===== src/design/hsmc_pkg.sv =====
`default_nettype none

package hsmc_pkg;

    // Field widths.
    localparam int TIME_W  = 32;
    localparam int DEG_W   = 9;
    localparam int STEP_W  = 6;
    localparam int HOLD_W  = 16;
    localparam int COUNT_W = 23;
    localparam int CFG_W   = 32;
    localparam int ADDR_W  = 3;

    // Pass gate and start-up temperature.
    localparam logic [TIME_W-1:0] GATE_MS    = 32'd100;
    localparam logic [DEG_W-1:0]  START_DEG  = 9'd320;
    localparam logic [TIME_W-1:0] MS_PER_SEC = 32'd1000;

    // Division by 1000 as a multiply by a rounded-up reciprocal and a shift.
    // The rounding error is small enough that the quotient is exact for
    // every 32-bit dividend.
    localparam int                RECIP_W   = 29;
    localparam logic [RECIP_W-1:0] DIV_RECIP = 29'd274877907;
    localparam int                DIV_SHIFT = 38;
    localparam int                PROD_W    = TIME_W + RECIP_W;

    // Configuration register indexes.
    typedef enum logic [ADDR_W-1:0] {
        REG_STANDBY_TIME = 3'd0,
        REG_OFF_TIME     = 3'd1,
        REG_STANDBY_TEMP = 3'd2,
        REG_MIN_TEMP     = 3'd3,
        REG_MAX_TEMP     = 3'd4,
        REG_TEMP_STEP    = 3'd5,
        REG_LONG_PRESS   = 3'd6,
        REG_MOTION_HOLD  = 3'd7
    } cfg_idx_t;

    // Configuration register values after reset.
    localparam logic [TIME_W-1:0] RST_STANDBY_TIME = 32'd60000;
    localparam logic [TIME_W-1:0] RST_OFF_TIME     = 32'd600000;
    localparam logic [DEG_W-1:0]  RST_STANDBY_TEMP = 9'd150;
    localparam logic [DEG_W-1:0]  RST_MIN_TEMP     = 9'd100;
    localparam logic [DEG_W-1:0]  RST_MAX_TEMP     = 9'd450;
    localparam logic [STEP_W-1:0] RST_TEMP_STEP    = 6'd10;
    localparam logic [HOLD_W-1:0] RST_LONG_PRESS   = 16'd1000;
    localparam logic [HOLD_W-1:0] RST_MOTION_HOLD  = 16'd3000;

    typedef struct packed {
        logic [TIME_W-1:0] standby_time_ms;
        logic [TIME_W-1:0] off_time_ms;
        logic [DEG_W-1:0]  standby_temp;
        logic [DEG_W-1:0]  min_temp;
        logic [DEG_W-1:0]  max_temp;
        logic [STEP_W-1:0] temp_step;
        logic [HOLD_W-1:0] long_press_ms;
        logic [HOLD_W-1:0] motion_hold_ms;
    } cfg_t;

    // One input pass.
    typedef struct packed {
        logic [TIME_W-1:0] now_ms;
        logic              set_level;
        logic              set_pressed;
        logic              minus_pressed;
        logic              plus_pressed;
        logic              motion_event;
        logic [TIME_W-1:0] motion_time_ms;
    } pass_t;

    // Result of the state update, before the seconds conversion.
    typedef struct packed {
        logic              heat_on;
        logic              standby;
        logic              drive_mode;
        logic [DEG_W-1:0]  target_temp;
        logic [DEG_W-1:0]  selected_temp;
        logic [TIME_W-1:0] remain_ms;
    } rslt_t;

endpackage

`default_nettype wire


===== src/design/hsmc_pass_if.sv =====
`default_nettype none

// Input pass channel.
interface hsmc_pass_if;
    logic                          valid;
    logic                          ready;
    logic [hsmc_pkg::TIME_W-1:0]   now_ms;
    logic                          set_level;
    logic                          set_pressed;
    logic                          minus_pressed;
    logic                          plus_pressed;
    logic                          motion_event;
    logic [hsmc_pkg::TIME_W-1:0]   motion_time_ms;

    modport source (
        output valid, now_ms, set_level, set_pressed, minus_pressed,
               plus_pressed, motion_event, motion_time_ms,
        input  ready
    );

    modport sink (
        input  valid, now_ms, set_level, set_pressed, minus_pressed,
               plus_pressed, motion_event, motion_time_ms,
        output ready
    );
endinterface

`default_nettype wire


===== src/design/hsmc_result_if.sv =====
`default_nettype none

// Result channel.
interface hsmc_result_if;
    logic                          valid;
    logic                          ready;
    logic                          heat_on;
    logic                          standby;
    logic                          drive_mode;
    logic [hsmc_pkg::DEG_W-1:0]    target_temp;
    logic [hsmc_pkg::DEG_W-1:0]    selected_temp;
    logic [hsmc_pkg::COUNT_W-1:0]  countdown_s;

    modport source (
        output valid, heat_on, standby, drive_mode, target_temp,
               selected_temp, countdown_s,
        input  ready
    );

    modport sink (
        input  valid, heat_on, standby, drive_mode, target_temp,
               selected_temp, countdown_s,
        output ready
    );
endinterface

`default_nettype wire


===== src/design/hsmc_core.sv =====
`default_nettype none

// Mode state and its single-pass update. The state advances when step is high.
module hsmc_core (
    input  wire logic           clk,
    input  wire logic           rst_n,
    input  wire hsmc_pkg::cfg_t  cfg,
    input  wire hsmc_pkg::pass_t pass_in,
    input  wire logic           step,
    output logic                has_result,
    output hsmc_pkg::rslt_t      rslt
);

    logic [hsmc_pkg::TIME_W-1:0] last_update_reg, last_update_next;
    logic [hsmc_pkg::TIME_W-1:0] idle_reg, idle_next;
    logic [hsmc_pkg::TIME_W-1:0] press_start_reg, press_start_next;
    logic                        long_press_reg, long_press_next;
    logic                        motion_active_reg, motion_active_next;
    logic [hsmc_pkg::TIME_W-1:0] motion_at_reg, motion_at_next;
    logic                        heat_reg, heat_next;
    logic                        standby_reg, standby_next;
    logic [hsmc_pkg::DEG_W-1:0]  selected_reg, selected_next;
    logic [hsmc_pkg::DEG_W-1:0]  commanded_reg, commanded_next;
    logic                        regulating_reg, regulating_next;

    logic [hsmc_pkg::TIME_W-1:0] elapsed;
    logic                        gated;
    logic [hsmc_pkg::TIME_W:0]   idle_sum;
    logic [hsmc_pkg::DEG_W:0]    floor_sum;
    logic [hsmc_pkg::DEG_W:0]    plus_sum;
    logic [hsmc_pkg::TIME_W-1:0] remain;

    // Next-state logic for one pass.
    always_comb
    begin
        last_update_next   = last_update_reg;
        idle_next          = idle_reg;
        press_start_next   = press_start_reg;
        long_press_next    = long_press_reg;
        motion_active_next = motion_active_reg;
        motion_at_next     = motion_at_reg;
        heat_next          = heat_reg;
        standby_next       = standby_reg;
        selected_next      = selected_reg;
        commanded_next     = commanded_reg;
        regulating_next    = regulating_reg;
        remain             = '0;
        idle_sum           = '0;
        floor_sum          = '0;
        plus_sum           = '0;

        // A motion event is latched on every pass, gated or not.
        if (pass_in.motion_event)
        begin
            motion_active_next = 1'b1;
            motion_at_next     = pass_in.motion_time_ms;
        end

        elapsed = pass_in.now_ms - last_update_reg;
        gated   = (elapsed < hsmc_pkg::GATE_MS);

        if (!gated)
        begin
            // Idle timer, saturating.
            if ((heat_reg && (idle_reg < cfg.standby_time_ms)) ||
                (standby_reg && (idle_reg < cfg.off_time_ms)))
            begin
                idle_sum  = {1'b0, idle_reg} + {1'b0, elapsed};
                idle_next = idle_sum[hsmc_pkg::TIME_W] ? '1
                                                       : idle_sum[hsmc_pkg::TIME_W-1:0];
            end
            last_update_next = pass_in.now_ms;

            // Long-press detection on the raw set level.
            if (pass_in.set_level)
            begin
                if (press_start_reg == '0)
                    press_start_next = pass_in.now_ms;
                if ((pass_in.now_ms - press_start_next) >
                    {{(hsmc_pkg::TIME_W-hsmc_pkg::HOLD_W){1'b0}}, cfg.long_press_ms})
                    long_press_next = 1'b1;
            end
            else if (press_start_reg != '0)
            begin
                press_start_next = '0;
                long_press_next  = 1'b0;
            end

            if (long_press_next)
            begin
                standby_next    = 1'b0;
                heat_next       = 1'b0;
                regulating_next = 1'b0;
            end

            // Minus clamps at the minimum.
            if (pass_in.minus_pressed)
            begin
                floor_sum = {1'b0, cfg.min_temp} +
                            {{(hsmc_pkg::DEG_W+1-hsmc_pkg::STEP_W){1'b0}}, cfg.temp_step};
                if ({1'b0, selected_next} < floor_sum)
                    selected_next = cfg.min_temp;
                else
                    selected_next = selected_next -
                        {{(hsmc_pkg::DEG_W-hsmc_pkg::STEP_W){1'b0}}, cfg.temp_step};
                if (heat_next)
                begin
                    commanded_next  = selected_next;
                    regulating_next = 1'b1;
                end
            end

            // Plus clamps at the maximum and turns heating on.
            if (pass_in.plus_pressed)
            begin
                plus_sum = {1'b0, selected_next} +
                           {{(hsmc_pkg::DEG_W+1-hsmc_pkg::STEP_W){1'b0}}, cfg.temp_step};
                if (plus_sum > {1'b0, cfg.max_temp})
                    selected_next = cfg.max_temp;
                else
                    selected_next = plus_sum[hsmc_pkg::DEG_W-1:0];
                heat_next       = 1'b1;
                commanded_next  = selected_next;
                regulating_next = 1'b1;
            end

            // Any activity restarts heating.
            if (pass_in.set_pressed || pass_in.minus_pressed || pass_in.plus_pressed ||
                motion_active_next)
            begin
                idle_next       = '0;
                heat_next       = 1'b1;
                commanded_next  = selected_next;
                regulating_next = 1'b1;
            end

            // Motion hold expiry.
            if (motion_active_next &&
                ((pass_in.now_ms - motion_at_next) >
                 {{(hsmc_pkg::TIME_W-hsmc_pkg::HOLD_W){1'b0}}, cfg.motion_hold_ms}))
                motion_active_next = 1'b0;

            // Time left to the next drop; under one second means drop now.
            if (heat_next && (cfg.standby_time_ms > idle_next))
            begin
                remain = cfg.standby_time_ms - idle_next;
                if (remain < hsmc_pkg::MS_PER_SEC)
                begin
                    standby_next    = 1'b1;
                    heat_next       = 1'b0;
                    commanded_next  = cfg.standby_temp;
                    regulating_next = 1'b1;
                    idle_next       = '0;
                end
            end
            else if (standby_next && (cfg.off_time_ms > idle_next))
            begin
                remain = cfg.off_time_ms - idle_next;
                if (remain < hsmc_pkg::MS_PER_SEC)
                begin
                    standby_next    = 1'b0;
                    heat_next       = 1'b0;
                    regulating_next = 1'b0;
                    idle_next       = '0;
                end
            end
        end
    end

    // Result of this pass.
    always_comb
    begin
        has_result         = !gated;
        rslt.heat_on       = heat_next;
        rslt.standby       = standby_next;
        rslt.drive_mode    = regulating_next;
        rslt.target_temp   = commanded_next;
        rslt.selected_temp = selected_next;
        rslt.remain_ms     = remain;
    end

    // State registers.
    always_ff @(posedge clk or negedge rst_n)
    begin
        if (!rst_n)
        begin
            last_update_reg   <= '0;
            idle_reg          <= '0;
            press_start_reg   <= '0;
            long_press_reg    <= 1'b0;
            motion_active_reg <= 1'b0;
            motion_at_reg     <= '0;
            heat_reg          <= 1'b0;
            standby_reg       <= 1'b1;
            selected_reg      <= hsmc_pkg::START_DEG;
            commanded_reg     <= hsmc_pkg::RST_STANDBY_TEMP;
            regulating_reg    <= 1'b1;
        end
        else if (step)
        begin
            last_update_reg   <= last_update_next;
            idle_reg          <= idle_next;
            press_start_reg   <= press_start_next;
            long_press_reg    <= long_press_next;
            motion_active_reg <= motion_active_next;
            motion_at_reg     <= motion_at_next;
            heat_reg          <= heat_next;
            standby_reg       <= standby_next;
            selected_reg      <= selected_next;
            commanded_reg     <= commanded_next;
            regulating_reg    <= regulating_next;
        end
    end

endmodule

`default_nettype wire


===== src/design/heater_standby_mode_controller_top.sv =====
// A pass goes through the input register, the state-update result register and the
// output register. Throughput: one pass per cycle while the result channel is ready;
// the seconds conversion is a pipelined reciprocal multiply.
// Passes inside the 100 ms gate give no result. Reset is asynchronous, active low:
// it empties the pipeline and loads the reset values of state and registers.
`default_nettype none

module heater_standby_mode_controller_top (
    input  wire logic                         clk,
    input  wire logic                         rst_n,
    input  wire logic                         cfg_we,
    input  wire logic [hsmc_pkg::ADDR_W-1:0]  cfg_addr,
    input  wire logic [hsmc_pkg::CFG_W-1:0]   cfg_wdata,
    hsmc_pass_if.sink                         pass,
    hsmc_result_if.source                     result
);

    hsmc_pkg::cfg_t  cfg_reg;

    logic            s0_valid_reg;
    hsmc_pkg::pass_t s0_pass_reg;
    logic            s1_valid_reg;
    hsmc_pkg::rslt_t s1_rslt_reg;
    logic            s2_valid_reg;
    hsmc_pkg::rslt_t s2_rslt_reg;
    logic [hsmc_pkg::PROD_W-1:0] s2_prod_reg, s2_prod_next;

    logic            s0_free, s1_free, s2_free;
    logic            step;
    logic            has_result;
    hsmc_pkg::rslt_t core_rslt;

    // Configuration writes.
    always_ff @(posedge clk or negedge rst_n)
    begin
        if (!rst_n)
        begin
            cfg_reg.standby_time_ms <= hsmc_pkg::RST_STANDBY_TIME;
            cfg_reg.off_time_ms     <= hsmc_pkg::RST_OFF_TIME;
            cfg_reg.standby_temp    <= hsmc_pkg::RST_STANDBY_TEMP;
            cfg_reg.min_temp        <= hsmc_pkg::RST_MIN_TEMP;
            cfg_reg.max_temp        <= hsmc_pkg::RST_MAX_TEMP;
            cfg_reg.temp_step       <= hsmc_pkg::RST_TEMP_STEP;
            cfg_reg.long_press_ms   <= hsmc_pkg::RST_LONG_PRESS;
            cfg_reg.motion_hold_ms  <= hsmc_pkg::RST_MOTION_HOLD;
        end
        else if (cfg_we)
        begin
            unique case (hsmc_pkg::cfg_idx_t'(cfg_addr))
                hsmc_pkg::REG_STANDBY_TIME: cfg_reg.standby_time_ms <= cfg_wdata;
                hsmc_pkg::REG_OFF_TIME:     cfg_reg.off_time_ms     <= cfg_wdata;
                hsmc_pkg::REG_STANDBY_TEMP:
                    cfg_reg.standby_temp <= cfg_wdata[hsmc_pkg::DEG_W-1:0];
                hsmc_pkg::REG_MIN_TEMP:
                    cfg_reg.min_temp <= cfg_wdata[hsmc_pkg::DEG_W-1:0];
                hsmc_pkg::REG_MAX_TEMP:
                    cfg_reg.max_temp <= cfg_wdata[hsmc_pkg::DEG_W-1:0];
                hsmc_pkg::REG_TEMP_STEP:
                    cfg_reg.temp_step <= cfg_wdata[hsmc_pkg::STEP_W-1:0];
                hsmc_pkg::REG_LONG_PRESS:
                    cfg_reg.long_press_ms <= cfg_wdata[hsmc_pkg::HOLD_W-1:0];
                hsmc_pkg::REG_MOTION_HOLD:
                    cfg_reg.motion_hold_ms <= cfg_wdata[hsmc_pkg::HOLD_W-1:0];
                default: ;
            endcase
        end
    end

    // Pipeline flow control: a stage takes new data when it is empty or drains.
    assign s2_free    = !s2_valid_reg || result.ready;
    assign s1_free    = !s1_valid_reg || s2_free;
    assign s0_free    = !s0_valid_reg || s1_free;
    assign step       = s0_valid_reg && s1_free;
    assign pass.ready = s0_free;

    // Input register.
    always_ff @(posedge clk or negedge rst_n)
    begin
        if (!rst_n)
            s0_valid_reg <= 1'b0;
        else if (s0_free)
            s0_valid_reg <= pass.valid;
    end

    always_ff @(posedge clk)
    begin
        if (s0_free && pass.valid)
        begin
            s0_pass_reg.now_ms         <= pass.now_ms;
            s0_pass_reg.set_level      <= pass.set_level;
            s0_pass_reg.set_pressed    <= pass.set_pressed;
            s0_pass_reg.minus_pressed  <= pass.minus_pressed;
            s0_pass_reg.plus_pressed   <= pass.plus_pressed;
            s0_pass_reg.motion_event   <= pass.motion_event;
            s0_pass_reg.motion_time_ms <= pass.motion_time_ms;
        end
    end

    // Mode state update.
    hsmc_core u_core (
        .clk        (clk),
        .rst_n      (rst_n),
        .cfg        (cfg_reg),
        .pass_in    (s0_pass_reg),
        .step       (step),
        .has_result (has_result),
        .rslt       (core_rslt)
    );

    // Result register of the state update; gated passes leave a bubble.
    always_ff @(posedge clk or negedge rst_n)
    begin
        if (!rst_n)
            s1_valid_reg <= 1'b0;
        else if (s1_free)
            s1_valid_reg <= step && has_result;
    end

    always_ff @(posedge clk)
    begin
        if (step && has_result)
            s1_rslt_reg <= core_rslt;
    end

    // Milliseconds to whole seconds by reciprocal multiply.
    assign s2_prod_next = hsmc_pkg::PROD_W'(s1_rslt_reg.remain_ms) *
                          hsmc_pkg::PROD_W'(hsmc_pkg::DIV_RECIP);

    // Output register.
    always_ff @(posedge clk or negedge rst_n)
    begin
        if (!rst_n)
            s2_valid_reg <= 1'b0;
        else if (s2_free)
            s2_valid_reg <= s1_valid_reg;
    end

    always_ff @(posedge clk)
    begin
        if (s2_free && s1_valid_reg)
        begin
            s2_rslt_reg <= s1_rslt_reg;
            s2_prod_reg <= s2_prod_next;
        end
    end

    // Result channel.
    assign result.valid         = s2_valid_reg;
    assign result.heat_on       = s2_rslt_reg.heat_on;
    assign result.standby       = s2_rslt_reg.standby;
    assign result.drive_mode    = s2_rslt_reg.drive_mode;
    assign result.target_temp   = s2_rslt_reg.target_temp;
    assign result.selected_temp = s2_rslt_reg.selected_temp;
    assign result.countdown_s   =
        s2_prod_reg[hsmc_pkg::DIV_SHIFT+hsmc_pkg::COUNT_W-1:hsmc_pkg::DIV_SHIFT];

endmodule

`default_nettype wire


===== src/flat_wrapper.sv =====
// flat-port wrapper written by rule: the top's interface ports become plain ports
module heater_standby_mode_controller_top_flat 
  (clk, rst_n, cfg_we, cfg_addr, cfg_wdata, pass_valid, pass_now_ms, pass_set_level, pass_set_pressed, pass_minus_pressed, pass_plus_pressed, pass_motion_event, pass_motion_time_ms, pass_ready, result_valid, result_heat_on, result_standby, result_drive_mode, result_target_temp, result_selected_temp, result_countdown_s, result_ready);
  hsmc_pass_if pass_i ();
  hsmc_result_if result_i ();
  input  wire logic clk;
  input  wire logic rst_n;
  input  wire logic cfg_we;
  input  wire logic [hsmc_pkg::ADDR_W-1:0] cfg_addr;
  input  wire logic [hsmc_pkg::CFG_W-1:0] cfg_wdata;
  input wire logic [$bits(pass_i.valid)-1:0] pass_valid;
  input wire logic [$bits(pass_i.now_ms)-1:0] pass_now_ms;
  input wire logic [$bits(pass_i.set_level)-1:0] pass_set_level;
  input wire logic [$bits(pass_i.set_pressed)-1:0] pass_set_pressed;
  input wire logic [$bits(pass_i.minus_pressed)-1:0] pass_minus_pressed;
  input wire logic [$bits(pass_i.plus_pressed)-1:0] pass_plus_pressed;
  input wire logic [$bits(pass_i.motion_event)-1:0] pass_motion_event;
  input wire logic [$bits(pass_i.motion_time_ms)-1:0] pass_motion_time_ms;
  output wire logic [$bits(pass_i.ready)-1:0] pass_ready;
  output wire logic [$bits(result_i.valid)-1:0] result_valid;
  output wire logic [$bits(result_i.heat_on)-1:0] result_heat_on;
  output wire logic [$bits(result_i.standby)-1:0] result_standby;
  output wire logic [$bits(result_i.drive_mode)-1:0] result_drive_mode;
  output wire logic [$bits(result_i.target_temp)-1:0] result_target_temp;
  output wire logic [$bits(result_i.selected_temp)-1:0] result_selected_temp;
  output wire logic [$bits(result_i.countdown_s)-1:0] result_countdown_s;
  input wire logic [$bits(result_i.ready)-1:0] result_ready;
  assign pass_i.valid = pass_valid;
  assign pass_i.now_ms = pass_now_ms;
  assign pass_i.set_level = pass_set_level;
  assign pass_i.set_pressed = pass_set_pressed;
  assign pass_i.minus_pressed = pass_minus_pressed;
  assign pass_i.plus_pressed = pass_plus_pressed;
  assign pass_i.motion_event = pass_motion_event;
  assign pass_i.motion_time_ms = pass_motion_time_ms;
  assign pass_ready = pass_i.ready;
  assign result_valid = result_i.valid;
  assign result_heat_on = result_i.heat_on;
  assign result_standby = result_i.standby;
  assign result_drive_mode = result_i.drive_mode;
  assign result_target_temp = result_i.target_temp;
  assign result_selected_temp = result_i.selected_temp;
  assign result_countdown_s = result_i.countdown_s;
  assign result_i.ready = result_ready;
  heater_standby_mode_controller_top u_core (.clk(clk), .rst_n(rst_n), .cfg_we(cfg_we), .cfg_addr(cfg_addr), .cfg_wdata(cfg_wdata), .pass(pass_i), .result(result_i));
endmodule

===== config.mk =====
export PLATFORM = sky130hd
export DESIGN_NAME = heater_standby_mode_controller_top_flat
export DESIGN_NICKNAME = d
export VERILOG_FILES = /design/src/design/hsmc_pkg.sv /design/src/design/hsmc_pass_if.sv /design/src/design/hsmc_result_if.sv /design/src/design/hsmc_core.sv /design/src/design/heater_standby_mode_controller_top.sv /design/src/flat_wrapper.sv
export SDC_FILE = /design/constraint.sdc
export NUM_CORES = 2
export LEC_CHECK = 0
export BUFFER_PORTS_ARGS = -buffer_cell sky130_fd_sc_hd__buf_4
export CORE_ASPECT_RATIO = 0.9
export CORE_UTILIZATION = 41
export CTS_BUF_LIST = sky130_fd_sc_hd__clkbuf_4
export CTS_CLUSTER_DIAMETER = 100
export CTS_CLUSTER_SIZE = 20
export DETAILED_ROUTE_END_ITERATION = 10
export PLACE_DENSITY = 0.62
export SYNTH_ARGS = -nofsm -noshare
export SYNTH_HDL_FRONTEND = slang
export SYNTH_SLANG_ARGS = --single-unit

===== constraint.sdc =====
create_clock -name clk -period 8.1 [get_ports clk]
set_input_delay 0.81 -clock clk [delete_from_list [all_inputs] [get_ports clk]]
set_output_delay 0.81 -clock clk [all_outputs]
set_load 0.02 [all_outputs]

==> flow_summary.json <==
{
  "max_freq_ghz": 0.1187,
  "rsz0062_at_grt": "yes",
  "relSlewSlack": 0.2986,
  "preCtsSetupSlack_ns": -1.051,
  "routed_wl_um": 137300,
  "synth-edff-count": 166,
  "grt_max_degree": 103,
  "vias": 38960,
  "core_um2": 111500,
  "crit_path_start_kind": "flip-flop",
  "cts_tree": "done",
  "nFillCells": 10110,
  "cts_sinks": 449,
  "cpPeakStageDelay_ns": 0.50,
  "cts_max_level": 1,
  "hold_path_end": "u_core.cfg_reg[46]",
  "first_pass_iters": 8,
  "final_cell_mix": "903 x buf_4, 742 x inv_1, 684 x ha_1, 349 x nand2_1, 304 x fa_1",
  "drtIter0Drc": 2142,
  "reg2regPathDepth": 43,
  "synth_top_flop_cell": "dfrtp_1",
  "crit_buf_inv": 12,
  "synth_async_sr_flop_share": 0.6303,
  "finalCriticalPeriod_ns": 8.424,
  "drc": 6,
  "cts_buffer_depth": 3,
  "vias_per_cell": 5.293,
  "cpLargestDelayFamily": "compound AO/OA/AOI/OAI gates",
  "tightest_slew_ns": 1.047,
  "setup_viol": 56,
  "largest_register_ffs": 129,
  "yosysUniqueCellTypes": 101,
  "cap_violations": 0,
  "grt_overflow": 0,
  "crit_type": "flip-flop to flip-flop",
  "die_h_um": 320.3,
  "register_area_um2": 12130,
  "fin_skew_ns": 0.1466,
  "yosysSeqAreaShare": 0.2627,
  "drive_above_1_share": 0.2331,
  "start_util": 0.4142,
  "cts.clk_slew.worst_paths_ns": 0.24,
  "ys_ff_latch": 449,
  "worst_path_most_repeated_cell": "buf_6",
  "crit_fanout": 7,
  "clkLatencyLatePin_ns": 1.11,
  "grt_pass1_wl_um": 214600,
  "die_area_um2": 114000,
  "finalNetCount": 6979,
  "area_growth_syn_to_layout_pct": 25.65,
  "grt_pass1_vias": 40060,
  "port_buffers": 154,
  "worstPathRequired_ns": 9.05,
  "avgSynthCellArea_um2": 9.420,
  "r2r_start": "u_core.s0_pass_reg[37]",
  "grt_usage": 0.2369,
  "hold_path.class": "input port to flip-flop",
  "row_count": 116,
  "violations": "design-rule violations, negative setup slack",
  "slew_violations": 0,
  "setup_ws_ns": -0.3237,
  "pin_count": 155,
  "multiInputGateArea_um2": 32050,
  "cp_slowest_cell": "or4_4",
  "r2r-end": "u_core.u_core.idle_reg[17]",
  "clock-root-buffer": "clkbuf_4",
  "synth_nets": 6024,
  "dp_hpwl_um": 109400,
  "mostFrequentLayoutCell": "buf_4",
  "numCtsBuffers": 31,
  "status": "finished with violations",
  "period_share": 1.040,
  "hold_violations": 0,
  "synth_area_um2": 46170,
  "synthCells": 4901,
  "r2r_setup_slack_ns": -0.32,
  "die_width_um": 355.7,
  "drtAntennaViolNets": 0,
  "gp_congestion": 0.9294,
  "antenna_found_initial": 4,
  "hp-start": "cfg_addr[0]",
  "post_drt_wl_per_cell_um": 18.66,
  "yosysWarnings": 0,
  "whs_path_depth": 5,
  "critical_path_arrival_ns": 9.37,
  "end_kind": "flip-flop"
}
## worst max path at each step
stage,from,endpoint,slack (ns),cells after the start
final,u_core.s0_pass_reg[37],u_core.u_core.idle_reg[17],-0.32,43
after global routing,u_core.s0_pass_reg[43],u_core.s1_rslt_reg[48],-0.57,40
after CTS,u_core.s0_pass_reg[37],u_core.s1_rslt_reg[48],-0.22,39
after detailed placement,u_core.s0_pass_reg[37],u_core.s1_rslt_reg[50],-1.05,40
after global placement,u_core.s0_pass_reg[37],u_core.s1_rslt_reg[50],-1.04,40
after floorplan,u_core.s0_pass_reg[47],u_core.s1_rslt_reg[42],0.01,36
## cell type report
| class | count | share of cell area |
|---|---|---|
| diodes | 4 | 0.0001725 |
| clock buffers | 44 | 0.005694 |
| clock inverters | 14 | 0.002545 |
| inverters | 748 | 0.04857 |
| multi-input cells | 3564 | 0.5524 |
| flip-flops and latches | 449 | 0.2091 |
| well taps | 1475 | 0.03181 |
| repair buffers | 1062 | 0.1497 |
## synthesized netlist by cell type (all sizes together) (60+ instances only)
cell    instances  area [µm²]
nor3           60       300.3
clkbuf        115       431.7
inv           747        2804
edfxtp        166        4985
o21ai         334        1672
nor2          232       870.8
xnor2         100       875.8
fa            307        6146
dfrtp         234        5856
nand3         119       595.6
a21oi         266        1339
mux2           72       814.5
ha            707        8846
a21o          101       758.2
nand2         355        1333
xor2           70       613.1
## worst register-to-register path: cells and delay by family (launching register included)
family          cells  cell delay [ns]
flops               1             0.45
fa+ha+maj           4             0.99
simple gates       11             2.42
compound gates     15             2.78
xor+xnor            1             0.08
buf+inv            12             1.55
## through the flow
step	cell area, µm²	instances	hold slack [ns]	setup TNS, ns	utilization
2_1_floorplan	46200	4901	0.4003	0	-
6_report	58010	7360	0.2147	-11.50	0.5204
5_1_grt	58010	7359	0.1852	-31.23	0.5204
3_3_place_gp	53920	7081	0.4068	-40.60	0.4837
4_1_cts	56890	7315	0.1159	-7.016	0.5104
3_5_place_dp	53920	7081	0.4075	-42.07	0.4837
## layer usage
layer | vias to the layer above | part of all wire | global-route usage
li1 | 19100 | - | -
met1 | 18940 | 0.44 | 0.3095
met2 | 708 | 0.49 | 0.4200
met3 | 205 | 0.033 | 0.01752
met4 | 8 | 0.035 | 0.06274
met5 | - | 0.00035 | 0
## what timing repair did
action,4_1_cts,5_1_grt
pin swaps,65,64
setup buffers,83,40
setup endpoints to repair,94,194
hold endpoints to repair,255,0
cloned,3,8
hold buffers,105,0
resized for setup,172,146
## logic make-up after synthesis
kind of cell               after synthesis  synth area share
AOI/OAI and AO/OA                     1196            0.1686
xor gates and xnor gates               170           0.03225
adders and majority gates             1014            0.3247
buffers and inverters                  889           0.07293
DFF                                    449            0.2627
muxes                                  118           0.02762
and+or+nand+nor                       1065            0.1112
Power is not shown: default switching activity piles up to over one toggle a cycle in this logic, so the estimate is an artifact.
